--- src/design/glsc_pkg.sv ---
// shared types, constants and helpers for the line segment clip unit
`default_nettype none
package glsc_pkg;

  localparam int CoordW       = 32;
  localparam int DiffW        = 33;
  localparam int CrossW       = 64;
  localparam int DenW         = 64;
  localparam int QuoW         = 63;
  localparam int DistW        = 31;
  localparam int RegAddrW     = 5;
  localparam int FifoDepthDef = 8;
  localparam int FrontStages  = 6;

  // register indexes of the configuration port
  typedef enum logic [2:0] {
    REG_BASE_X  = 3'd0,
    REG_BASE_Y  = 3'd1,
    REG_DIR_X   = 3'd2,
    REG_DIR_Y   = 3'd3,
    REG_NUDGE_X = 3'd4,
    REG_NUDGE_Y = 3'd5
  } reg_idx_t;

  typedef struct packed {
    logic signed [CoordW-1:0] base_x;
    logic signed [CoordW-1:0] base_y;
    logic signed [CoordW-1:0] dir_x;
    logic signed [CoordW-1:0] dir_y;
    logic signed [CoordW-1:0] nudge_x;
    logic signed [CoordW-1:0] nudge_y;
  } cfg_t;

  // per-item status that travels along the back end
  typedef struct packed {
    logic            hit;
    logic            start_side;
    logic            end_side;
    logic            den_neg;
    logic [DenW-1:0] den;
  } info_t;

  // classified segment handed from front to back
  typedef struct packed {
    info_t                   info;
    logic signed [DiffW-1:0] vdx;
    logic signed [DiffW-1:0] vdy;
    logic signed [DiffW-1:0] dvx;
    logic signed [DiffW-1:0] dvy;
  } job_t;

  // saturate a signed value to 32 bits
  function automatic logic signed [CoordW-1:0] sat32(input logic signed [43:0] v);
    logic signed [43:0] hi;
    logic signed [43:0] lo;
    hi = 44'sh7FFF_FFFF;
    lo = -44'sh8000_0000;
    if (v > hi) return CoordW'(hi);
    else if (v < lo) return CoordW'(lo);
    else return CoordW'(v);
  endfunction

endpackage
`default_nettype wire

--- src/design/glsc_fifo.sv ---
// queue between front and back end
`default_nettype none
module glsc_fifo #(
  parameter int DEPTH = glsc_pkg::FifoDepthDef
) (
  input  logic                       clk,
  input  logic                       rst,
  input  logic                       wr,
  input  glsc_pkg::job_t             wdata,
  input  logic                       rd,
  output glsc_pkg::job_t             rdata,
  output logic                       empty,
  output logic [$clog2(DEPTH+1)-1:0] cnt
);
  import glsc_pkg::*;

  localparam int PtrW = $clog2(DEPTH);
  localparam int CntW = $clog2(DEPTH+1);

  job_t            mem [DEPTH];
  logic [PtrW-1:0] wp, rp;
  logic            full;

  assign empty = cnt == '0;
  assign full  = cnt == CntW'(DEPTH);
  assign rdata = mem[rp];

  // storage
  always_ff @(posedge clk) begin
    if (wr) mem[wp] <= wdata;
  end

  // pointers and fill count
  always_ff @(posedge clk) begin
    if (rst) begin
      wp  <= '0;
      rp  <= '0;
      cnt <= '0;
    end else begin
      if (wr) wp <= (wp == PtrW'(DEPTH-1)) ? '0 : wp + 1'b1;
      if (rd) rp <= (rp == PtrW'(DEPTH-1)) ? '0 : rp + 1'b1;
      cnt <= cnt + CntW'(wr) - CntW'(rd);
    end
  end

`ifndef SYNTHESIS
  a_no_overflow: assert property (@(posedge clk) disable iff (rst) !(wr && full))
    else $error("queue written while full");
  a_no_underflow: assert property (@(posedge clk) disable iff (rst) !(rd && empty))
    else $error("queue read while empty");
`endif

endmodule
`default_nettype wire

--- config.mk ---
export PLATFORM = sky130hd
export DESIGN_NAME = glsc_fifo
export DESIGN_NICKNAME = d
export VERILOG_FILES = /design/src/design/glsc_pkg.sv /design/src/design/glsc_fifo.sv
export SDC_FILE = /design/constraint.sdc
export NUM_CORES = 1
export LEC_CHECK = 0
export BUFFER_PORTS_ARGS = -buffer_cell sky130_fd_sc_hd__buf_2
export CAP_MARGIN = 30
export CORE_MARGIN = 2
export CORE_UTILIZATION = 30
export DETAILED_ROUTE_END_ITERATION = 12
export PLACE_DENSITY = 0.49
export SLEW_MARGIN = 10
export SYNTH_ARGS = -nofsm -noshare
export SYNTH_HDL_FRONTEND = slang
export SYNTH_SLANG_ARGS = --single-unit
--- constraint.sdc ---
create_clock -name clk -period 21.5 [get_ports clk]
set_input_delay 1.075 -clock clk [delete_from_list [all_inputs] [get_ports clk]]
set_output_delay 1.075 -clock clk [all_outputs]
set_load 0.05 [all_outputs]
==> flow_metrics.env, run 1 <==
export IMPL_yosysTopAreaCellShare_pct=77.0
export IMPL_ys_ff_latch=1613
export IMPL_synthCells=2383
export IMPL_grt_pass1_vias=28074
export IMPL_wl_per_cell_um=24.1
export IMPL_final_cell_mix="edfxtp_1 (1600), buf_2 (408), mux4_1 (400), mux2_2 (200), clkbuf_16 (181)"
export IMPL_wl_met2_mm=65.0
export IMPL_htreeDepth=4
export IMPL_crit_arrival_ns=4.89
export IMPL_start_util_pct=30.2
export IMPL_switching_share_pct=23.6
export IMPL_ant_nets=0
export IMPL_hold_buffers=0
export IMPL_cts_tree="yes"
export IMPL_crit_type="reg2out"
export IMPL_routed_wl_mm=139
export IMPL_syn_nets=2597
export IMPL_layout_commonest_cell="edfxtp_1"
export IMPL_dpl_hpwl_mm=75.6
export IMPL_ys_top_cells_by_area="edfxtp_1 (77%), mux4_1 (17%), mux2_2 (3.6%), buf_8 (0.96%), dfxtp_1 (0.42%)"
export IMPL_cts_resized=0
export IMPL_syn_avg_cell_area_um2=26.2
export IMPL_met1_length_mm=61.5
export IMPL_synth_warnings=0
export IMPL_pwr_density_cell_nw_per_um2=96.0
export IMPL_finalCritPeriodShare_pct=27.7
export IMPL_grt_total_usage_pct=13.0
export IMPL_hold_class="in2reg"
export IMPL_cts_buffer_depth=3
export IMPL_grt_pass1_wl_mm=199
export IMPL_worstMarginPinSlew_ns=1.04
export IMPL_fmax_mhz=168
export IMPL_fin_nets=3126
export IMPL_dieWidth_um=460
export IMPL_tns_ns=0
export IMPL_synth_seq_area_share_pct=77.4
export IMPL_io_buffers=408
export IMPL_worstHoldPathCells=1
export IMPL_start_kind="register"
export IMPL_avgViaCountPerCell=4.71
export IMPL_drv_slew=0
export IMPL_synth_distinct_cells=27
export IMPL_dp_cells=5435
export IMPL_finClkSkew_ns=0.0369
export IMPL_cellLeakagePower_nw=23.6
export IMPL_yosysTopAreaCell="edfxtp_1"
export IMPL_fin_crit_ns=5.96
export IMPL_combPwrFrac_pct=8.2
export IMPL_wl_met3_mm=9.93
export IMPL_slew_headroom_pct=30.5
export IMPL_num_rows=167
export IMPL_grt_max_degree=122
export IMPL_rsz0062_at_grt="no"
export IMPL_drt_iter0_drc=1856
export IMPL_core_um2=207000
export IMPL_timing_hold_ws_ns=0.537
export IMPL_ios=409
export IMPL_rr_worst_depth=5
export IMPL_place_congestion=0.689
export IMPL_path_max_fanout=64
export IMPL_die_h_um=460
export IMPL_dr_pass1_iters=5
export IMPL_p_seq_share_pct=50.5
export IMPL_top_layer="met5"
export IMPL_worstPathRequired_ns=20.43
export IMPL_p_int_mw=5.36
export IMPL_pwr_share_clk_pct=41.3
export IMPL_status="finished clean"
export IMPL_endpoint_kind="output pin"
export IMPL_cts_clk_slew_worst_paths_ns=0.06
export IMPL_p_switching_mw=1.65
export IMPL_syn_area_um2=62400
export IMPL_antenna_found_initial=44
export IMPL_clk_insertion_delay_late_ns=0.81
export IMPL_cts_root_buf="clkbuf_16"
export IMPL_hold_viol=0
export IMPL_layout_drive_gt1_share_pct=30.0
export IMPL_cap_violations=0
export IMPL_irDropWorstVdd_mv=0.0667
export IMPL_setup_violations=0
export IMPL_cts_setup_buffers=0
export IMPL_numCtsBuffers=178
export IMPL_vias=27181
export IMPL_dieArea_um2=212000
export IMPL_drc_errors=0
export IMPL_fin_cells=5775
export IMPL_gr_total_overflow=0
export IMPL_area_growth_pct=17.1
export IMPL_clock_sinks=1613
==> layer usage <==
metal | track usage, % | vias up
li1 | - | 11780
met1 | 16.9 | 14489
met2 | 20.5 | 625
met3 | 4.53 | 239
met4 | 3.39 | 48
met5 | 0 | -
==> synthesized netlist by cell type <==
| library cell | count |
|---|---|
| buf_2 | 4 |
| and3_1 | 1 |
| clkbuf_1 | 51 |
| nor3b_1 | 1 |
| buf_6 | 1 |
| dfxtp_1 | 13 |
| a21oi_1 | 5 |
| nand2b_1 | 6 |
| mux4_1 | 400 |
| inv_1 | 7 |
| buf_1 | 13 |
| fa_1 | 1 |
| edfxtp_1 | 1600 |
| nor2b_1 | 3 |
| mux2_2 | 200 |
| ha_1 | 9 |
| xnor2_1 | 1 |
| nand3b_1 | 2 |
| buf_12 | 4 |
| a31o_2 | 1 |
| nand3_1 | 1 |
| o21ai_0 | 1 |
| buf_8 | 40 |
| nor3_1 | 2 |
| nand2_1 | 3 |
| nor2_1 | 11 |
| mux2i_1 | 2 |
==> per-stage QoR <==
stage	power [mW]	area [um^2]	util [%]	worst slack, ns
floorplan	4.04	62400	-	5.85
global placement	4.19	67400	32.6	15.58
detailed placement	4.19	67500	32.6	15.73
CTS	7.13	73100	35.3	14.83
global route	7.28	73100	35.3	15.17
finish	7.01	73100	35.3	15.54
==> layout make-up <==
| class | count | area, um^2 |
|---|---|---|
| antenna | 6 | 15.0 |
| clock buffer | 221 | 4680 |
| clock inverter | 112 | 915 |
| fill | 19035 | 134000 |
| inverter | 7 | 26.3 |
| multi-input combinational | 650 | 13200 |
| sequential | 1613 | 48300 |
| tap | 2704 | 3380 |
| timing repair buffer | 462 | 2590 |
==> worst max-delay path, stage by stage (launching register included) <==
cell	delay [ns]
dfxtp_4	0.74
buf_4	0.67
buf_4	0.74
buf_4	0.74
mux4_1	0.41
mux2_2	0.31
buf_2	0.22
==> registers in the layout, indices dropped and copies added, names as in the netlist, named ones only <==
register and cells:
mem 1600, cnt 4, rp 3, wp 3
==> path summary, 6_finish.rpt <==
| check | startpoint | slack, ns | endpoint |
|---|---|---|---|
| setup / recovery | register | 15.54 | rdata[22] |
| hold / removal | wdata[46] | 0.54 | mem[3][46] |
| setup reg to reg | wp[2] | 17.56 | mem[4][21] |
| hold reg to reg | rp[2] | 0.55 | register |
==> cells by family (layout without fill, tap and decap cells) <==
family / Yosys count / after routing / share of synthesized area, %
adders and majority gates: 10 / 10 / 0.213
DFF: 1613 / 1613 / 77.4
and+or+nand+nor: 30 / 30 / 0.245
muxes: 602 / 602 / 20.5
other: 0 / 6 / 0
xor gates and xnor gates: 1 / 1 / 0.0140
AOI/OAI and AO/OA: 7 / 7 / 0.0621
buffers and inverters: 120 / 802 / 1.57
==> power groups by stage <==
stage / Combinational (mW) / Clock, mW / Sequential [mW]
after floorplan: 0.401 / 0 / 3.63
after global placement: 0.581 / 0 / 3.61
after detailed placement: 0.585 / 0 / 3.61
after CTS: 0.586 / 3.00 / 3.54
after global routing: 0.611 / 3.12 / 3.55
final: 0.575 / 2.90 / 3.54
(Power assumes the default switching activity.)
==> run 2: changes to the inputs <==
--- a/config.mk
+++ b/config.mk
@@ -10,7 +10,7 @@
 export CORE_MARGIN = 2
 export CORE_UTILIZATION = 30
 export DETAILED_ROUTE_END_ITERATION = 12
-export PLACE_DENSITY = 0.49
+export PLACE_DENSITY = 0.51
 export SLEW_MARGIN = 10
 export SYNTH_ARGS = -nofsm -noshare
 export SYNTH_HDL_FRONTEND = slang
==> constraint.sdc (replaced) <==
create_clock -name clk -period 4.94 [get_ports clk]
set_input_delay 0.247 -clock clk [delete_from_list [all_inputs] [get_ports clk]]
set_output_delay 0.247 -clock clk [all_outputs]
set_load 0.05 [all_outputs]
==> flow_metrics.env, run 2 (synthesized netlist as in run 1, its figures left out) <==
export IMPL_status="finished clean"
export IMPL_r2r_slack_ns=2.39
export IMPL_slew_headroom_pct=39.0
export IMPL_fin_crit_ns=3.70
export IMPL_final_cell_mix="edfxtp_1 (1600), buf_2 (408), mux4_1 (400), dlygate4sd3_1 (204), mux2_2 (200)"
export IMPL_cts_tree="yes"
export IMPL_path_max_fanout=88
export IMPL_pwr_share_clk_pct=40.7
export IMPL_place_congestion=0.693
export IMPL_crit_slowest_cell="dfxtp_4"
export IMPL_dpl_hpwl_mm=73.9
export IMPL_wl_per_cell_um=24.0
export IMPL_cp_cell_sequence="buf_12 > mux4_1 > mux2_2 > buf_2"
export IMPL_cpPeakStageDelay_ns=0.74
export IMPL_p_switching_mw=7.13
export IMPL_routed_wl_mm=143
export IMPL_fmax_mhz=270
export IMPL_tns_ns=0
export IMPL_grt_total_usage_pct=13.4
export IMPL_worstPathRequired_ns=4.69
export IMPL_numCtsBuffers=176
export IMPL_crit_type="reg2out"
export IMPL_cts_buffer_depth=3
export IMPL_reg_largest_list="mem x1600, cnt x4"
export IMPL_critical_path_buf_inv_count=2
export IMPL_start_util_pct=30.2
export IMPL_layout_commonest_cell="edfxtp_1"
export IMPL_clk_insertion_delay_late_ns=0.80
export IMPL_hold_viol=0
export IMPL_regMostFlops="mem"
export IMPL_dp_cells=5439
export IMPL_hold_class="in2reg"
export IMPL_antenna_found_initial=30
export IMPL_die_h_um=460
export IMPL_switching_share_pct=23.4
export IMPL_dieWidth_um=460
export IMPL_htreeDepth=4
export IMPL_drv_slew=0
export IMPL_cts_clk_slew_worst_paths_ns=0.06
export IMPL_p_int_mw=23.4
export IMPL_num_rows=167
export IMPL_irDropWorstVdd_mv=0.330
export IMPL_fin_cells=5975
export IMPL_dieArea_um2=212000
export IMPL_worstMarginPinSlew_ns=0.915
export IMPL_ios=409
export IMPL_pwr_density_cell_nw_per_um2=405
export IMPL_endpoint_kind="output pin"
export IMPL_fin_area_um2=75300
export IMPL_p_seq_share_pct=50.6
export IMPL_grt_pass1_wl_mm=206
export IMPL_grt_max_degree=108
export IMPL_cts_root_buf="clkbuf_16"
export IMPL_finClkSkew_ns=0.0266
export IMPL_finalCritPeriodShare_pct=74.9
export IMPL_start_kind="register"
export IMPL_io_buffers=408
export IMPL_dr_pass1_iters=5
export IMPL_cellLeakagePower_nw=24.4
export IMPL_largest_register_ffs=1600
export IMPL_cts_resized=0
export IMPL_combPwrFrac_pct=8.8
export IMPL_avgViaCountPerCell=4.67
export IMPL_report_power_total_mw=30.5
export IMPL_rsz0062_at_grt="no"
export IMPL_gr_total_overflow=0
export IMPL_vias=27876
export IMPL_area_growth_pct=20.7
export IMPL_clock_sinks=1613
export IMPL_drt_iter0_drc=1825
export IMPL_core_um2=207000
export IMPL_fill_cells=18913
export IMPL_fin_nets=3331
export IMPL_grt_pass1_vias=29294
export IMPL_layout_drive_gt1_share_pct=28.1
export IMPL_crit_arrival_ns=3.45
export IMPL_dpl_cell_area_um2=67800
export IMPL_cap_violations=0
export IMPL_setup_violations=0
export IMPL_ant_nets=0
export IMPL_critPathTopFamily="multiplexers"
export IMPL_drc_errors=0
run 2: changes by cell type in the layout (fill, tap and decap cells not counted), sizes merged:
| cell | before | now |
|---|---|---|
| bufinv | 8 | 9 |
| diode | 6 | 16 |
| inv | 20 | 13 |
| clkinv | 88 | 73 |
| clkbuf | 221 | 223 |
| dlygate4sd3 | 0 | 204 |
| buf | 462 | 465 |
| clkinvlp | 3 | 5 |
run 2: worst paths after layout:
check,endpoint,depth (start not counted),start
setup / recovery,rdata[11],4,register
hold reg to reg,register,2,rp[1]
hold / removal,mem[1][49],2,wdata[49]
setup reg to reg,mem[5][50],3,wp[2]
run 2: layer usage:
layer	share of wire (%)	GRT usage [%]
met5	0.13	0
met4	2.2	3.81
met3	6.0	4.07
met2	48	21.8
met1	44	17.2
run 2: per-stage QoR:
| stage | hold WS [ns] | setup WS, ns | util [%] |
|---|---|---|---|
| floorplan | 0.346 | -1.38 | - |
| global placement | 0.470 | 2.04 | 32.8 |
| detailed placement | 0.476 | 2.00 | 32.8 |
| CTS | 0.134 | 1.07 | 36.4 |
| global route | 0.174 | 1.03 | 36.4 |
| finish | 0.243 | 1.24 | 36.4 |
run 2: final cells by class:
cell class | count | area [um^2] | share of cell area, %
Inverter | 7 | 26.3 | 0.0349
Antenna cell | 16 | 40.0 | 0.0532
Multi-Input combinational cell | 650 | 13200 | 17.5
Clock inverter | 93 | 790 | 1.05
Timing Repair Buffer | 669 | 4910 | 6.52
Tap cell | 2704 | 3380 | 4.49
Clock buffer | 223 | 4620 | 6.14
Sequential cell | 1613 | 48300 | 64.2
run 2: worst reg2reg max path: stages, from the launching register on:
cell      delay [ns]
dfxtp_1         0.55
nand2b_1        0.22
nor2_4          0.68
buf_4           0.68
run 2: power by group through the flow:
| stage | Sequential [mW] | Clock [mW] | Combinational [mW] |
|---|---|---|---|
| floorplan | 15.7 | 0 | 1.75 |
| global placement | 15.7 | 0 | 2.56 |
| detailed placement | 15.7 | 0 | 2.58 |
| CTS | 15.4 | 12.8 | 2.73 |
| global route | 15.4 | 13.4 | 2.84 |
| finish | 15.4 | 12.4 | 2.67 |
run 2: repair_timing:
item,in CTS,in global routing
endpoints found under the hold margin,1613,0
buffers inserted,0,0
hold buffers,204,0
setup endpoints to repair,0,0
==> run 3: changes to the inputs <==
==> constraint.sdc (replaced) <==
create_clock -name clk -period 3 [get_ports clk]
set_input_delay 0.15 -clock clk [delete_from_list [all_inputs] [get_ports clk]]
set_output_delay 0.15 -clock clk [all_outputs]
set_load 0.05 [all_outputs]
==> flow_metrics.env, run 3 (synthesized netlist as in run 1, its figures left out) <==
export IMPL_cpPeakStageDelay_ns=0.51
export IMPL_status="finished, violations left"
export IMPL_area_growth_pct=26.0
export IMPL_path_max_fanout=8
export IMPL_hold_viol=0
export IMPL_irDropWorstVdd_mv=0.549
export IMPL_cellLeakagePower_nw=25.6
export IMPL_dieArea_um2=212000
export IMPL_ant_nets=0
export IMPL_timing_hold_ws_ns=0.107
export IMPL_grt_max_degree=78
export IMPL_fmax_mhz=329
export IMPL_die_h_um=460
export IMPL_critical_path_buf_inv_count=5
export IMPL_cts_root_buf="clkbuf_16"
export IMPL_fin_nets=3452
export IMPL_dpl_hpwl_mm=82.2
export IMPL_grt_total_usage_pct=14.1
export IMPL_drc_errors=0
export IMPL_reg_largest_list="mem x1600, cnt x4"
export IMPL_clk_insertion_delay_late_ns=0.83
export IMPL_fin_ws_ns=-0.0405
export IMPL_rsz0062_at_grt="yes"
export IMPL_crit_type="reg2out"
export IMPL_start_util_pct=30.2
export IMPL_fill_cells=18624
export IMPL_dieWidth_um=460
export IMPL_core_um2=207000
export IMPL_worstPathRequired_ns=2.85
export IMPL_gr_total_overflow=0
export IMPL_cts_buffer_depth=3
export IMPL_drv_slew=0
export IMPL_drt_iter0_drc=2120
export IMPL_pwr_density_cell_nw_per_um2=656
export IMPL_slew_headroom_pct=45.6
export IMPL_num_rows=167
export IMPL_largest_register_ffs=1600
export IMPL_avgViaCountPerCell=4.69
export IMPL_final_cell_mix="edfxtp_1 (1600), buf_2 (253), mux4_2 (221), dlygate4sd3_1 (204), clkbuf_16 (193)"
export IMPL_grt_pass1_wl_mm=217
export IMPL_wl_per_cell_um=25.7
export IMPL_place_ws_ns=0.624
export IMPL_critPathTopFamily="multiplexers"
export IMPL_worstMarginPinSlew_ns=0.816
export IMPL_fin_crit_ns=3.04
export IMPL_layout_drive_gt1_share_pct=37.1
export IMPL_finClkSkew_ns=0.0351
export IMPL_vias=28570
export IMPL_setup_violations=39
export IMPL_io_buffers=408
export IMPL_cpMostUsedCell="buf_16"
export IMPL_crit_slowest_cell="mux4_2"
export IMPL_violations="setup timing"
export IMPL_clock_sinks=1613
export IMPL_htreeDepth=4
export IMPL_routed_wl_mm=156
export IMPL_cts_tree="yes"
export IMPL_grt_pass1_vias=30171
export IMPL_dr_pass1_iters=5
export IMPL_start_kind="register"
export IMPL_regMostFlops="mem"
export IMPL_endpoint_kind="output pin"
export IMPL_ios=409
export IMPL_finalCritPeriodShare_pct=101
export IMPL_numCtsBuffers=175
export IMPL_cts_clk_slew_worst_paths_ns=0.06
export IMPL_layout_commonest_cell="edfxtp_1"
export IMPL_antenna_found_initial=30
export IMPL_cp_cell_sequence="buf_12 > buf_16 > buf_16 > buf_16 > mux4_2 > mux2_4 > buf_8"
export IMPL_crit_arrival_ns=2.89
export IMPL_place_congestion=0.695
export IMPL_hold_class="in2reg"
export IMPL_report_power_total_mw=51.6
export IMPL_cap_violations=0
==> run 3: metrics by stage <==
stage	setup TNS, ns	std cells	util [%]	instance area [um^2]
2_1_floorplan	-2206.57	2383	-	62500
3_3_place_gp	0	5490	33.1	68500
3_5_place_dp	0	5490	33.1	68500
4_1_cts	-22.05	6047	37.5	77500
5_1_grt	-16.30	6092	38.0	78600
6_report	-0.479	6094	38.0	78600
==> run 3: final cells by class <==
cell class | instances | area (um^2) | area share (%)
Antenna cell | 13 | 32.5 | 0.0414
Clock buffer | 228 | 4620 | 5.88
Clock inverter | 88 | 837 | 1.07
Inverter | 7 | 26.3 | 0.0334
Multi-Input combinational cell | 650 | 12800 | 16.3
Sequential cell | 1613 | 48300 | 61.5
Tap cell | 2704 | 3380 | 4.30
Timing Repair Buffer | 791 | 8590 | 10.9
==> run 3: timing repair <==
item,in CTS,in global routing
setup buffers,19,17
gates cloned,20,20
endpoints found under the setup margin,193,198
gates resized for setup,457,406
hold endpoints to repair,1614,0
hold buffers,204,0
==> run 3: layer usage <==
metal | wire length, um | vias to the layer above | GRT usage, %
li1 | - | 12236 | -
met1 | 68500 | 15341 | 18.5
met2 | 75200 | 760 | 23.2
met3 | 9390 | 209 | 3.95
met4 | 3050 | 24 | 3.51
met5 | 156 | - | 0
==> run 3: worst paths after layout <==
check	from	endpoint	slack, ns	cells after the start
max	register	rdata[52]	-0.04	7
min	wdata[20]	mem[5][20]	0.11	2
max reg2reg	wp[0]	mem[0][170]	0.98	4
min reg2reg	rp[1]	register	0.53	2
==> run 3: report_power, final <==
| part | total [mW] | leakage (nW) | internal, mW | switching [mW] |
|---|---|---|---|---|
| Clock | 20.5 | 2.63 | 11.7 | 8.84 |
| Combinational | 5.65 | 8.34 | 2.42 | 3.23 |
| Sequential | 25.4 | 14.6 | 25.3 | 0.119 |
| Total | 51.6 | 25.6 | 39.4 | 12.2 |
==> run 3: worst register-to-register path, stage by stage (launching register included) <==
cell	delay, ns
dfxtp_2	0.35
nand2b_4	0.20
nor3_4	0.31
buf_12	0.36
buf_4	0.44
