<file path="config.mk">
export PLATFORM = sky130hd
export DESIGN_NAME = glsc_cfg
export DESIGN_NICKNAME = d
export VERILOG_FILES = /design/src/design/glsc_pkg.sv /design/src/design/glsc_cfg.sv
export SDC_FILE = /design/constraint.sdc
export NUM_CORES = 1
export LEC_CHECK = 0
export BUFFER_PORTS_ARGS = -buffer_cell sky130_fd_sc_hd__buf_2
export CAP_MARGIN = 25
export CORE_UTILIZATION = 45
export CTS_BUF_LIST = sky130_fd_sc_hd__clkbuf_2 sky130_fd_sc_hd__clkbuf_4 sky130_fd_sc_hd__clkbuf_8
export DETAILED_ROUTE_END_ITERATION = 16
export PLACE_DENSITY_LB_ADDON = 0.05
export REMOVE_ABC_BUFFERS = 1
export SETUP_SLACK_MARGIN = 0.02
export SYNTH_ARGS = -nofsm -noshare
export SYNTH_HDL_FRONTEND = slang
export SYNTH_SLANG_ARGS = --single-unit
</file>
<file path="constraint.sdc">
create_clock -name clk -period 2.3 [get_ports clk]
set_clock_uncertainty 0.15 [all_clocks]
set_input_delay 0.23 -clock clk [delete_from_list [all_inputs] [get_ports clk]]
set_output_delay 0.23 -clock clk [all_outputs]
set_load 0.01 [all_outputs]
</file>
<file path="src/design/glsc_pkg.sv">
// shared types, constants and helpers for the line segment clip unit
`default_nettype none
package glsc_pkg;

  localparam int CoordW       = 32;
  localparam int DiffW        = 33;
  localparam int CrossW       = 64;
  localparam int DenW         = 64;
  localparam int QuoW         = 63;
  localparam int DistW        = 31;
  localparam int RegAddrW     = 5;
  localparam int FifoDepthDef = 8;
  localparam int FrontStages  = 6;

  // register indexes of the configuration port
  typedef enum logic [2:0] {
    REG_BASE_X  = 3'd0,
    REG_BASE_Y  = 3'd1,
    REG_DIR_X   = 3'd2,
    REG_DIR_Y   = 3'd3,
    REG_NUDGE_X = 3'd4,
    REG_NUDGE_Y = 3'd5
  } reg_idx_t;

  typedef struct packed {
    logic signed [CoordW-1:0] base_x;
    logic signed [CoordW-1:0] base_y;
    logic signed [CoordW-1:0] dir_x;
    logic signed [CoordW-1:0] dir_y;
    logic signed [CoordW-1:0] nudge_x;
    logic signed [CoordW-1:0] nudge_y;
  } cfg_t;

  // per-item status that travels along the back end
  typedef struct packed {
    logic            hit;
    logic            start_side;
    logic            end_side;
    logic            den_neg;
    logic [DenW-1:0] den;
  } info_t;

  // classified segment handed from front to back
  typedef struct packed {
    info_t                   info;
    logic signed [DiffW-1:0] vdx;
    logic signed [DiffW-1:0] vdy;
    logic signed [DiffW-1:0] dvx;
    logic signed [DiffW-1:0] dvy;
  } job_t;

  // saturate a signed value to 32 bits
  function automatic logic signed [CoordW-1:0] sat32(input logic signed [43:0] v);
    logic signed [43:0] hi;
    logic signed [43:0] lo;
    hi = 44'sh7FFF_FFFF;
    lo = -44'sh8000_0000;
    if (v > hi) return CoordW'(hi);
    else if (v < lo) return CoordW'(lo);
    else return CoordW'(v);
  endfunction

endpackage
`default_nettype wire

</file>
<file path="src/design/glsc_cfg.sv">
// configuration registers behind the apb-style port
`default_nettype none
module glsc_cfg (
  input  logic                         clk,
  input  logic                         rst,
  input  logic                         psel,
  input  logic                         penable,
  input  logic                         pwrite,
  input  logic [glsc_pkg::RegAddrW-1:0] paddr,
  input  logic [31:0]                  pwdata,
  output logic [31:0]                  prdata,
  output logic                         pready,
  output glsc_pkg::cfg_t               cfg
);
  import glsc_pkg::*;

  logic     wr;
  reg_idx_t idx;

  // clamp a direction component to plus or minus one
  function automatic logic signed [31:0] clamp_dir(input logic signed [31:0] v);
    if (v > 32'sh4000_0000) return 32'sh4000_0000;
    else if (v < -32'sh4000_0000) return -32'sh4000_0000;
    else return v;
  endfunction

  assign pready = 1'b1;
  assign wr     = psel && penable && pwrite;
  assign idx    = reg_idx_t'(paddr[RegAddrW-1:2]);

  // register writes
  always_ff @(posedge clk) begin
    if (rst) begin
      cfg.base_x  <= '0;
      cfg.base_y  <= '0;
      cfg.dir_x   <= 32'sh4000_0000;
      cfg.dir_y   <= '0;
      cfg.nudge_x <= '0;
      cfg.nudge_y <= '0;
    end else if (wr) begin
      unique case (idx)
        REG_BASE_X:  cfg.base_x  <= pwdata;
        REG_BASE_Y:  cfg.base_y  <= pwdata;
        REG_DIR_X:   cfg.dir_x   <= clamp_dir(pwdata);
        REG_DIR_Y:   cfg.dir_y   <= clamp_dir(pwdata);
        REG_NUDGE_X: cfg.nudge_x <= pwdata;
        REG_NUDGE_Y: cfg.nudge_y <= pwdata;
        default: ;
      endcase
    end
  end

  // read back
  always_comb begin
    unique case (idx)
      REG_BASE_X:  prdata = cfg.base_x;
      REG_BASE_Y:  prdata = cfg.base_y;
      REG_DIR_X:   prdata = cfg.dir_x;
      REG_DIR_Y:   prdata = cfg.dir_y;
      REG_NUDGE_X: prdata = cfg.nudge_x;
      REG_NUDGE_Y: prdata = cfg.nudge_y;
      default:     prdata = '0;
    endcase
  end

`ifndef SYNTHESIS
  a_dir_x_range: assert property (@(posedge clk) disable iff (rst)
    (cfg.dir_x <= 32'sh4000_0000) && (cfg.dir_x >= -32'sh4000_0000))
    else $error("dir_x out of range");
  a_dir_y_range: assert property (@(posedge clk) disable iff (rst)
    (cfg.dir_y <= 32'sh4000_0000) && (cfg.dir_y >= -32'sh4000_0000))
    else $error("dir_y out of range");
`endif

endmodule
`default_nettype wire

</file>
==> impl_results.html, run 1 <==
<table>
<tr><th>Metric</th><th>Value</th></tr>
<tr><th colspan="2">Clocking</th></tr>
<tr><td>Total CTS buffers</td><td>17</td></tr>
<tr><td>TritonCTS clock tree</td><td>yes</td></tr>
<tr><td>Clock Pin Slew Worst Setup and Hold Paths</td><td>100 ps</td></tr>
<tr><td>Hold buffer count at cts</td><td>33</td></tr>
<tr><td>Clock Sink Count</td><td>192</td></tr>
<tr><td>Buffer depth of the longest clock path</td><td>2</td></tr>
<tr><td>Maximum level of the CTS H-tree</td><td>4</td></tr>
<tr><td>Count of instances resized after the clock tree is built</td><td>0</td></tr>
<tr><td>Clock root buffer</td><td>clkbuf_8</td></tr>
<tr><td>Insertion delay of the later-clocked pin in the worst-skew pair</td><td>460 ps</td></tr>
<tr><td>Buffers inserted by post-CTS timing repair</td><td>0</td></tr>
<tr><th colspan="2">Worst hold path</th></tr>
<tr><td>Hold wc startpoint</td><td>penable</td></tr>
<tr><td>Type of the tightest min-delay check</td><td>in -&gt; reg</td></tr>
<tr><td>Depth of the worst hold-timing path</td><td>4</td></tr>
<tr><th colspan="2">Critical path</th></tr>
<tr><td>Data arrival time of the critical path</td><td>1670 ps</td></tr>
<tr><td>Largest fanout of any net on the critical path</td><td>15</td></tr>
<tr><td>RR Startpoint</td><td>cfg[58]</td></tr>
<tr><td>Worst r2r path cells</td><td>2</td></tr>
<tr><td>Worst-case register-to-register setup slack</td><td>1460 ps</td></tr>
<tr><td>Crit. Startpoint</td><td>paddr[4]</td></tr>
<tr><td>Kind of end point of the critical path</td><td>output port</td></tr>
<tr><td>Critical path class</td><td>in -&gt; out</td></tr>
<tr><td>CP Launch Type</td><td>input port</td></tr>
<tr><td>CP Data Required Time</td><td>1920 ps</td></tr>
<tr><th colspan="2">Cells and area</th></tr>
<tr><td>FILL cells</td><td>1752</td></tr>
<tr><td>Post-route design area</td><td>11100 µm²</td></tr>
<tr><td>Number of nets at the end of the flow</td><td>1232</td></tr>
<tr><td>Number of flip-flops in the largest register</td><td>192</td></tr>
<tr><td>Finished Core Util</td><td>0.589</td></tr>
<tr><td>Most flops, register</td><td>cfg</td></tr>
<tr><td>Number of antenna diodes</td><td>0</td></tr>
<tr><td>Synthesis-to-layout area growth</td><td>27.2%</td></tr>
<tr><td>Largest registers ranked by flip-flop count</td><td>cfg (192)</td></tr>
<tr><td>Share of cells above drive strength 1</td><td>0.323</td></tr>
<tr><td>Final Instance Count excl. Fillers</td><td>1461</td></tr>
<tr><th colspan="2">Detailed routing</th></tr>
<tr><td>Total DRC errors in the routed layout</td><td>0</td></tr>
<tr><td>Post-detailed-route via-to-cell ratio</td><td>5.54</td></tr>
<tr><td>Drt first-iter violations</td><td>566</td></tr>
<tr><td>Via count</td><td>8098</td></tr>
<tr><td>Remaining antenna violation count after routing</td><td>0</td></tr>
<tr><td>Total wire length after detailed routing</td><td>28900 µm</td></tr>
<tr><td>Total met2 wirelength after detailed routing</td><td>13400 µm</td></tr>
<tr><td>Wirelength per Cell</td><td>19.8 µm</td></tr>
<tr><td>Length of the first detailed-routing pass in iterations</td><td>5</td></tr>
<tr><td>Top Metal Used</td><td>met5</td></tr>
<tr><td>Met3 wire len</td><td>1850 µm</td></tr>
<tr><td>Routed length on met1</td><td>13200 µm</td></tr>
<tr><th colspan="2">Timing</th></tr>
<tr><td>Final setup slack of the worst path</td><td>252 ps</td></tr>
<tr><td>Worst rel slew slack</td><td>0.559</td></tr>
<tr><td>Slew of the pin with the lowest slew margin</td><td>661 ps</td></tr>
<tr><td>Unrepaired setup endpoints after global routing</td><td>no</td></tr>
<tr><td>Final-report setup violation count</td><td>0</td></tr>
<tr><td>Final Cycle Share</td><td>0.890</td></tr>
<tr><td>Final hold violations</td><td>0</td></tr>
<tr><td>Fin crit period</td><td>2050 ps</td></tr>
<tr><td>Max Freq</td><td>488 MHz</td></tr>
<tr><td>Slew Viols, Final</td><td>0</td></tr>
<tr><th colspan="2">Yosys</th></tr>
<tr><td>Most used DFF post-synth</td><td>dfxtp_1</td></tr>
<tr><td>Post-synthesis sequential area ratio</td><td>0.441</td></tr>
<tr><td>Area share of the leading cell type in the synthesized netlist</td><td>0.441</td></tr>
<tr><td>Ys async rst share</td><td>0</td></tr>
<tr><td>Area of the mapped netlist</td><td>8720 µm²</td></tr>
<tr><td>Cell accounting for the most synthesized area</td><td>dfxtp_1</td></tr>
<tr><td>Number of flip-flops and latches in the synthesized netlist</td><td>192</td></tr>
<tr><td>Mean cell area of the mapped netlist</td><td>9.51 µm²</td></tr>
<tr><td>Top-count cell post-synth</td><td>dfxtp_1</td></tr>
<tr><td>EDFF count, synth</td><td>0</td></tr>
<tr><td>Main area contributors after synthesis</td><td>dfxtp_1, mux2i_1, nand2_1</td></tr>
<tr><td>Count of synthesis-stage warnings from yosys</td><td>0</td></tr>
<tr><td>Post-Syn Instances</td><td>917</td></tr>
<tr><td>Most frequent cells after synthesis</td><td>dfxtp_1, nand2_1, mux2i_1, o211ai_1, o21ai_0</td></tr>
<tr><td>Number of distinct library cells after synthesis</td><td>43</td></tr>
<tr><th colspan="2">Power and ir drop</th></tr>
<tr><td>Clock group share of total power</td><td>0.342</td></tr>
<tr><td>Switching share of total power</td><td>0.268</td></tr>
<tr><td>Internal Dissipation</td><td>4.41 mW</td></tr>
<tr><td>Max IR drop VDD</td><td>0.399 mV</td></tr>
<tr><td>Power per cell area</td><td>544 nW/µm²</td></tr>
<tr><td>Leak Pwr</td><td>5.65 nW</td></tr>
<tr><td>Seq pwr share</td><td>0.557</td></tr>
<tr><td>Share of power burned in combinational logic</td><td>0.101</td></tr>
<tr><td>Net switching power of the design</td><td>1.62 mW</td></tr>
<tr><th colspan="2">Place</th></tr>
<tr><td>Worst setup slack before clock tree synthesis</td><td>260 ps</td></tr>
<tr><td>Cell area after placement</td><td>10400 µm²</td></tr>
<tr><td>Estimated wirelength of the detail-placed design</td><td>19200 µm</td></tr>
<tr><td>Placed Cells</td><td>1398</td></tr>
<tr><td>RD Place Congestion</td><td>0.811</td></tr>
<tr><td>Port Buffer Count</td><td>263</td></tr>
<tr><th colspan="2">Run</th></tr>
<tr><td>Max-capacitance violation count</td><td>0</td></tr>
<tr><th colspan="2">GRT</th></tr>
<tr><td>Gr ovfl total</td><td>0</td></tr>
<tr><td>Pin count of the biggest net entering global routing</td><td>70</td></tr>
<tr><td>Number of antenna violations at the first check in global routing</td><td>1</td></tr>
<tr><td>Global-route wire length before repair</td><td>44400 µm</td></tr>
<tr><td>Number of global-route vias before repair</td><td>7794</td></tr>
<tr><td>Overall fraction of global-route tracks in use</td><td>0.290</td></tr>
<tr><th colspan="2">Floorplanning</th></tr>
<tr><td>Initial cell density of the core</td><td>0.463</td></tr>
<tr><td>Width of the die</td><td>141 µm</td></tr>
<tr><td>Number of placement rows</td><td>50</td></tr>
<tr><td>Area enclosed by the die boundary</td><td>19900 µm²</td></tr>
<tr><td>Chip height</td><td>141 µm</td></tr>
<tr><td>Area inside the core boundary</td><td>18800 µm²</td></tr>
<tr><td>Number of primary I/O pins</td><td>267</td></tr>
<tr><th colspan="2">Run status</th></tr>
<tr><td>Result of the run</td><td>finished clean</td></tr>
</table>
[through the flow]
| step | TNS, ps | hold slack (ps) | power, mW |
|---|---|---|---|
| 3_3_place_gp | -105 | 309 | 3.99 |
| 5_1_grt | 0 | 118 | 6.25 |
| 4_1_cts | 0 | 103 | 6.06 |
| 6_report | 0 | 123 | 6.03 |
| 3_5_place_dp | 0 | 311 | 3.99 |
| 2_1_floorplan | -102240 | 153 | 3.68 |
[metal layers]
layer / up-vias / global-route usage
met5: - / 0
met4: 2 / 0.0892
met3: 36 / 0.0649
met2: 307 / 0.468
met1: 3894 / 0.385
li1: 3859 / -
[power by group through the flow]
stage	clock (mW)	combinational, mW	sequential (mW)
after floorplan	0	0.235	3.45
after global placement	0	0.555	3.44
after detailed placement	0	0.555	3.44
after CTS	2.10	0.601	3.36
after global routing	2.24	0.644	3.36
final	2.06	0.607	3.36
[cells by family (layout without fill, tap and decap cells)]
kind of cell	after synthesis	in the layout	synth area share
AOI/OAI and AO/OA	194	194	0.153
xor gates and xnor gates	1	1	0.00100
buffers and inverters	95	379	0.0531
DFF	192	192	0.441
muxes	200	200	0.235
other	1	1	0.000430
and+or+nand+nor	234	234	0.117
[placed cells by master (no fill, tap or decap), drive strengths merged, types with 22 or more instances in the layout]
cell type,netlist,final
clkbuf,46,22
nand2,170,170
mux2i,166,166
dlygate4sd3,0,33
nand3,33,33
buf,41,308
o211ai,60,60
mux2,34,34
dfxtp,192,192
o21ai,69,69
[final timing paths]
kind,endpoint
worst max-delay path,prdata[2]
worst max register to register,cfg[58]
worst min-delay path,cfg[114]
worst min register to register,cfg[94]
[area by class of cell]
cell class,count,area (µm²),share of cell area
inverter,8,35.0,0.00316
clock buffer,22,290,0.0262
multi-input combinational,630,4430,0.400
sequential,192,3840,0.347
timing repair buffer,341,2100,0.190
clock inverter,8,56.3,0.00508
tap,260,325,0.0293
[worst max-delay path, stage by stage]
cell and delay [ps]:
buf_2 180, buf_4 260, nor2_2 460, a22oi_1 180, o22ai_1 190, buf_2 160
Note: power is estimated with default switching activity, not from simulation.
==> inputs of run 2 (changes only) <==
CORE_UTILIZATION = 55   (was 45)
==> run 2 against run 1 <==
Sequential share of layout area rose by 0.13 points; die area is 18% lower; register-to-register slack is essentially flat; critical path type is now reg -> out; largest power group unchanged.
==> impl_results.html, run 2 (synthesis results as in run 1) <==
<table>
<tr><th>Metric</th><th>Value</th></tr>
<tr><th colspan="2">Detailed routing</th></tr>
<tr><td>Length of the first detailed-routing pass in iterations</td><td>8</td></tr>
<tr><td>Post-detailed-route via-to-cell ratio</td><td>5.79</td></tr>
<tr><td>Wirelength per Cell</td><td>19.1 µm</td></tr>
<tr><td>Drt first-iter violations</td><td>575</td></tr>
<tr><td>Total DRC errors in the routed layout</td><td>0</td></tr>
<tr><td>Remaining antenna violation count after routing</td><td>0</td></tr>
<tr><td>Total met2 wirelength after detailed routing</td><td>12800 µm</td></tr>
<tr><td>Met3 wire len</td><td>1970 µm</td></tr>
<tr><td>Total wire length after detailed routing</td><td>27000 µm</td></tr>
<tr><td>Routed length on met1</td><td>11700 µm</td></tr>
<tr><td>Via count</td><td>8185</td></tr>
<tr><td>Top Metal Used</td><td>met4</td></tr>
<tr><th colspan="2">Timing</th></tr>
<tr><td>Final Hold Slack</td><td>106 ps</td></tr>
<tr><td>Slew of the pin with the lowest slew margin</td><td>645 ps</td></tr>
<tr><td>Final Cycle Share</td><td>0.900</td></tr>
<tr><td>Slew Viols, Final</td><td>0</td></tr>
<tr><td>Unrepaired setup endpoints after global routing</td><td>no</td></tr>
<tr><td>Final-report setup violation count</td><td>0</td></tr>
<tr><td>Final hold violations</td><td>0</td></tr>
<tr><td>Max Freq</td><td>483 MHz</td></tr>
<tr><td>Fin crit period</td><td>2070 ps</td></tr>
<tr><td>Worst rel slew slack</td><td>0.569</td></tr>
<tr><th colspan="2">Power and ir drop</th></tr>
<tr><td>Power per cell area</td><td>569 nW/µm²</td></tr>
<tr><td>Max IR drop VDD</td><td>0.381 mV</td></tr>
<tr><td>Leak Pwr</td><td>5.66 nW</td></tr>
<tr><td>Final Total Pwr</td><td>6.29 mW</td></tr>
<tr><th colspan="2">GRT</th></tr>
<tr><td>Global-route wire length before repair</td><td>41400 µm</td></tr>
<tr><td>Overall fraction of global-route tracks in use</td><td>0.329</td></tr>
<tr><td>Number of antenna violations at the first check in global routing</td><td>0</td></tr>
<tr><td>Gr ovfl total</td><td>0</td></tr>
<tr><td>Pin count of the biggest net entering global routing</td><td>69</td></tr>
<tr><td>Number of global-route vias before repair</td><td>7624</td></tr>
<tr><th colspan="2">Floorplanning</th></tr>
<tr><td>Chip height</td><td>128 µm</td></tr>
<tr><td>Area inside the core boundary</td><td>15300 µm²</td></tr>
<tr><td>Initial cell density of the core</td><td>0.569</td></tr>
<tr><td>Number of placement rows</td><td>45</td></tr>
<tr><td>Area enclosed by the die boundary</td><td>16400 µm²</td></tr>
<tr><td>Number of primary I/O pins</td><td>267</td></tr>
<tr><td>Width of the die</td><td>128 µm</td></tr>
<tr><th colspan="2">Clocking</th></tr>
<tr><td>Maximum level of the CTS H-tree</td><td>4</td></tr>
<tr><td>Buffers inserted by post-CTS timing repair</td><td>0</td></tr>
<tr><td>Clock Sink Count</td><td>192</td></tr>
<tr><td>Clock Pin Slew Worst Setup and Hold Paths</td><td>90 ps</td></tr>
<tr><td>Count of instances resized after the clock tree is built</td><td>0</td></tr>
<tr><td>Buffer depth of the longest clock path</td><td>2</td></tr>
<tr><td>Total CTS buffers</td><td>17</td></tr>
<tr><td>Hold buffer count at cts</td><td>33</td></tr>
<tr><td>TritonCTS clock tree</td><td>yes</td></tr>
<tr><td>Clock root buffer</td><td>clkbuf_8</td></tr>
<tr><td>Insertion delay of the later-clocked pin in the worst-skew pair</td><td>470 ps</td></tr>
<tr><th colspan="2">Cells and area</th></tr>
<tr><td>Largest registers ranked by flip-flop count</td><td>cfg (192)</td></tr>
<tr><td>Number of flip-flops in the largest register</td><td>192</td></tr>
<tr><td>Number of nets at the end of the flow</td><td>1232</td></tr>
<tr><td>Leading cell types in the layout, fill and taps excluded</td><td>buf_2, dfxtp_1, mux2i_1</td></tr>
<tr><td>Share of cells above drive strength 1</td><td>0.324</td></tr>
<tr><td>Synthesis-to-layout area growth</td><td>26.7%</td></tr>
<tr><td>Most frequent standard cell in the layout excluding fill and tap cells</td><td>buf_2</td></tr>
<tr><td>Most flops, register</td><td>cfg</td></tr>
<tr><td>Number of antenna diodes</td><td>0</td></tr>
<tr><td>Post-route design area</td><td>11000 µm²</td></tr>
<tr><td>FILL cells</td><td>1262</td></tr>
<tr><th colspan="2">Critical path</th></tr>
<tr><td>CP Launch Type</td><td>flop</td></tr>
<tr><td>Largest fanout of any net on the critical path</td><td>3</td></tr>
<tr><td>Critical path class</td><td>reg -&gt; out</td></tr>
<tr><td>Kind of end point of the critical path</td><td>output port</td></tr>
<tr><td>CP Data Required Time</td><td>1920 ps</td></tr>
<tr><td>Data arrival time of the critical path</td><td>1690 ps</td></tr>
<tr><th colspan="2">Place</th></tr>
<tr><td>RD Place Congestion</td><td>0.798</td></tr>
<tr><td>Cell area after placement</td><td>10300 µm²</td></tr>
<tr><td>Port Buffer Count</td><td>263</td></tr>
<tr><td>Estimated wirelength of the detail-placed design</td><td>18200 µm</td></tr>
<tr><th colspan="2">Worst hold path</th></tr>
<tr><td>Type of the tightest min-delay check</td><td>in -&gt; reg</td></tr>
<tr><th colspan="2">Run</th></tr>
<tr><td>Max-capacitance violation count</td><td>0</td></tr>
<tr><th colspan="2">Run status</th></tr>
<tr><td>Result of the run</td><td>finished clean</td></tr>
</table>
-- run 2: layout make-up --
cell class	instances	area (µm²)	area share
Multi-Input combinational cell	630	4430	0.401
Sequential cell	192	3840	0.348
Timing Repair Buffer	341	2050	0.186
Clock buffer	21	283	0.0256
Tap cell	211	264	0.0239
Clock inverter	10	134	0.0121
Inverter	8	35.0	0.00317
-- run 2: report_power, final --
| group | switching, mW | internal [mW] | total, mW |
|---|---|---|---|
| combinational | 0.378 | 0.216 | 0.594 |
| sequential | 0.0167 | 3.34 | 3.36 |
| clock | 1.17 | 1.16 | 2.33 |
| total | 1.56 | 4.72 | 6.29 |
-- run 2: final timing paths --
| path | cells after the start | end | slack [ps] | from |
|---|---|---|---|---|
| hold reg to reg | 2 | cfg[150] | 330 | cfg[150] |
| setup reg to reg | 2 | cfg[103] | 1450 | cfg[103] |
| hold / removal | 4 | cfg[108] | 110 | penable |
| setup / recovery | 4 | prdata[30] | 230 | cfg[30] |
-- run 2: critical path: stages, from the launching register on --
cell,delay [ps]
dfxtp_1,340
mux2_2,270
a32oi_1,160
o221ai_1,230
buf_2,210
-- run 2: metal layers --
metal | global-route usage | vias to the layer above
met5 | 0 | -
met4 | 0.103 | 0
met3 | 0.0780 | 34
met2 | 0.542 | 322
met1 | 0.427 | 3979
li1 | - | 3850
-- run 2: through the flow --
step / setup WS (ps) / utilization / TNS [ps] / instances
global route: 164 / 0.721 / 0 / 1413
floorplan: -585 / - / -102240 / 830
global placement: -47.5 / 0.672 / -47.5 / 1348
detailed placement: 302 / 0.673 / 0 / 1349
CTS: 271 / 0.721 / 0 / 1413
finish: 230 / 0.721 / 0 / 1413
==> inputs of run 3 (changes only) <==
CORE_ASPECT_RATIO = 0.8   (was default)
==> run 3 against run 2 <==
Via count grew 0.23%; core utilization grew 0.48 points; clock power about the same; largest cell class unchanged; global-route usage grew 0.58 points; hold slack gained 86 ps; highest routed layer unchanged; combinational power grew 2%; critical endpoint is now prdata[7]; fmax is 0.82% lower; critical path type is now in -> out; wire length increased by 0.94%.
==> impl_results.html, run 3 (synthesis results as in run 1) <==
<table>
<tr><th>Metric</th><th>Value</th></tr>
<tr><th colspan="2">Run status</th></tr>
<tr><td>Result of the run</td><td>finished clean</td></tr>
<tr><th colspan="2">Floorplanning</th></tr>
<tr><td>Area enclosed by the die boundary</td><td>16400 µm²</td></tr>
<tr><td>Chip height</td><td>115 µm</td></tr>
<tr><td>Number of placement rows</td><td>40</td></tr>
<tr><td>Initial cell density of the core</td><td>0.571</td></tr>
<tr><td>Width of the die</td><td>143 µm</td></tr>
<tr><td>Number of primary I/O pins</td><td>267</td></tr>
<tr><td>Area inside the core boundary</td><td>15300 µm²</td></tr>
<tr><th colspan="2">Detailed routing</th></tr>
<tr><td>Drt first-iter violations</td><td>596</td></tr>
<tr><td>Post-detailed-route via-to-cell ratio</td><td>5.81</td></tr>
<tr><td>Wirelength per Cell</td><td>19.3 µm</td></tr>
<tr><td>Remaining antenna violation count after routing</td><td>0</td></tr>
<tr><td>Total DRC errors in the routed layout</td><td>0</td></tr>
<tr><td>Total wire length after detailed routing</td><td>27200 µm</td></tr>
<tr><td>Length of the first detailed-routing pass in iterations</td><td>5</td></tr>
<tr><td>Via count</td><td>8204</td></tr>
<tr><th colspan="2">Clocking</th></tr>
<tr><td>Count of instances resized after the clock tree is built</td><td>0</td></tr>
<tr><td>Buffers inserted by post-CTS timing repair</td><td>0</td></tr>
<tr><td>Clock Pin Slew Worst Setup and Hold Paths</td><td>100 ps</td></tr>
<tr><td>TritonCTS clock tree</td><td>yes</td></tr>
<tr><td>Clock Sink Count</td><td>192</td></tr>
<tr><td>Buffer depth of the longest clock path</td><td>2</td></tr>
<tr><td>Maximum level of the CTS H-tree</td><td>4</td></tr>
<tr><td>Insertion delay of the later-clocked pin in the worst-skew pair</td><td>460 ps</td></tr>
<tr><td>Total CTS buffers</td><td>17</td></tr>
<tr><td>Clock root buffer</td><td>clkbuf_8</td></tr>
<tr><th colspan="2">Run</th></tr>
<tr><td>Max-capacitance violation count</td><td>0</td></tr>
<tr><th colspan="2">GRT</th></tr>
<tr><td>Number of global-route vias before repair</td><td>7517</td></tr>
<tr><td>Number of antenna violations at the first check in global routing</td><td>0</td></tr>
<tr><td>Overall fraction of global-route tracks in use</td><td>0.335</td></tr>
<tr><td>Global-route wire length before repair</td><td>41700 µm</td></tr>
<tr><td>Gr ovfl total</td><td>0</td></tr>
<tr><td>Pin count of the biggest net entering global routing</td><td>69</td></tr>
<tr><th colspan="2">Timing</th></tr>
<tr><td>Unrepaired setup endpoints after global routing</td><td>no</td></tr>
<tr><td>Slew of the pin with the lowest slew margin</td><td>696 ps</td></tr>
<tr><td>Final Cycle Share</td><td>0.907</td></tr>
<tr><td>Max Freq</td><td>479 MHz</td></tr>
<tr><td>Fin Setup TNS</td><td>0 ps</td></tr>
<tr><td>Worst rel slew slack</td><td>0.536</td></tr>
<tr><td>Final-report setup violation count</td><td>0</td></tr>
<tr><td>Fin crit period</td><td>2090 ps</td></tr>
<tr><td>Final setup slack of the worst path</td><td>213 ps</td></tr>
<tr><td>Final hold violations</td><td>0</td></tr>
<tr><td>Slew Viols, Final</td><td>0</td></tr>
<tr><th colspan="2">Cells and area</th></tr>
<tr><td>Most frequent standard cell in the layout excluding fill and tap cells</td><td>buf_2</td></tr>
<tr><td>Share of cells above drive strength 1</td><td>0.323</td></tr>
<tr><td>Number of nets at the end of the flow</td><td>1231</td></tr>
<tr><td>Final Instance Count excl. Fillers</td><td>1413</td></tr>
<tr><td>Leading cell types in the layout, fill and taps excluded</td><td>buf_2, dfxtp_1, mux2i_1</td></tr>
<tr><td>Synthesis-to-layout area growth</td><td>27.1%</td></tr>
<tr><td>Largest registers ranked by flip-flop count</td><td>cfg (192)</td></tr>
<tr><td>Most flops, register</td><td>cfg</td></tr>
<tr><td>Finished Core Util</td><td>0.726</td></tr>
<tr><td>Number of flip-flops in the largest register</td><td>192</td></tr>
<tr><th colspan="2">Critical path</th></tr>
<tr><td>CP Data Required Time</td><td>1920 ps</td></tr>
<tr><td>Data arrival time of the critical path</td><td>1710 ps</td></tr>
<tr><td>Cell type of the slowest stage on the worst timing path</td><td>buf_4</td></tr>
<tr><td>Critical path class</td><td>in -&gt; out</td></tr>
<tr><td>Sequence of cells on the critical path</td><td>buf_4 &gt; buf_4 &gt; buf_4 &gt; mux2i_1 &gt; o22a_1 &gt; o21ai_0 &gt; buf_2</td></tr>
<tr><td>Largest fanout of any net on the critical path</td><td>28</td></tr>
<tr><td>Delay of the slowest cell on the worst path</td><td>370 ps</td></tr>
<tr><td>Worst path most repeated cell</td><td>buf_4</td></tr>
<tr><td>Kind of end point of the critical path</td><td>output port</td></tr>
<tr><td>Combined buffer and inverter count along the critical path</td><td>4</td></tr>
<tr><td>Kind of cell adding the most delay to the critical path</td><td>buffers and inverters</td></tr>
<tr><td>CP Launch Type</td><td>input port</td></tr>
<tr><th colspan="2">Power and ir drop</th></tr>
<tr><td>Internal Dissipation</td><td>4.69 mW</td></tr>
<tr><td>Max IR drop VDD</td><td>0.442 mV</td></tr>
<tr><td>Power per cell area</td><td>569 nW/µm²</td></tr>
<tr><td>Switching share of total power</td><td>0.257</td></tr>
<tr><td>Share of power burned in combinational logic</td><td>0.096</td></tr>
<tr><td>Seq pwr share</td><td>0.532</td></tr>
<tr><td>Clock group share of total power</td><td>0.372</td></tr>
<tr><td>Leak Pwr</td><td>5.68 nW</td></tr>
<tr><td>Net switching power of the design</td><td>1.62 mW</td></tr>
<tr><th colspan="2">Place</th></tr>
<tr><td>Port Buffer Count</td><td>263</td></tr>
<tr><td>RD Place Congestion</td><td>0.834</td></tr>
<tr><td>Estimated wirelength of the detail-placed design</td><td>18100 µm</td></tr>
<tr><td>Placed Cells</td><td>1347</td></tr>
<tr><td>Worst setup slack before clock tree synthesis</td><td>238 ps</td></tr>
<tr><th colspan="2">Worst hold path</th></tr>
<tr><td>Type of the tightest min-delay check</td><td>in -&gt; reg</td></tr>
</table>
[run 3: changes by cell type in the layout (fill, tap and decap cells not counted), sizes merged]
cell / delta
buf: -1
clkbuf: -2
clkinv: +2
clkinvlp: -1
diode: +1
inv: +2
[run 3: timing repair]
| action | 4_1_cts | 5_1_grt |
|---|---|---|
| endpoints found under the hold margin | 182 | 0 |
| hold buffers | 33 | 0 |
| endpoints found under the setup margin | 0 | 0 |
[run 3: path summary, 6_finish.rpt]
check / slack, ps / start / cells after the start / end
worst max-delay path: 210 / paddr[2] / 7 / prdata[7]
worst min-delay path: 190 / pwrite / 4 / cfg[89]
worst max register to register: 1460 / cfg[115] / 2 / cfg[115]
worst min register to register: 330 / cfg[191] / 2 / cfg[191]
[run 3: tightest hold or removal path: stages]
cell	delay, ps
buf_2	120
nand4b_4	250
o211ai_1	110
o21ai_0	70
[run 3: cell type report]
cell class                      count  area, µm²
Antenna cell                        1       2.50
Clock buffer                       19        255
Clock inverter                     13        160
Fill cell                        1219       4180
Inverter                            8       35.0
Multi-Input combinational cell    630       4430
Sequential cell                   192       3840
Tap cell                          210        263
Timing Repair Buffer              340       2100
[run 3: layer usage]
layer | track usage | part of all wire | wire [µm] | vias up
li1 | - | - | - | 3848
met1 | 0.460 | 0.45 | 12300 | 3963
met2 | 0.532 | 0.46 | 12400 | 363
met3 | 0.0736 | 0.079 | 2140 | 30
met4 | 0.0889 | 0.015 | 400 | 0
met5 | 0 | 0 | 0 | -
[run 3: per-stage QoR]
step	power (mW)	hold slack (ps)	cell area [µm²]
floorplan	3.68	153	8290
global placement	3.98	305	10300
detailed placement	3.99	312	10300
CTS	6.32	182	11100
finish	6.31	192	11100
global route	6.52	208	11100
[run 3: power groups by stage]
stage               Sequential (mW)  Combinational, mW  Clock [mW]
detailed placement             3.44              0.550           0
global route                   3.36              0.643        2.51
CTS                            3.36              0.595        2.36
floorplan                      3.45              0.235           0
finish                         3.36              0.604        2.35
global placement               3.44              0.545           0
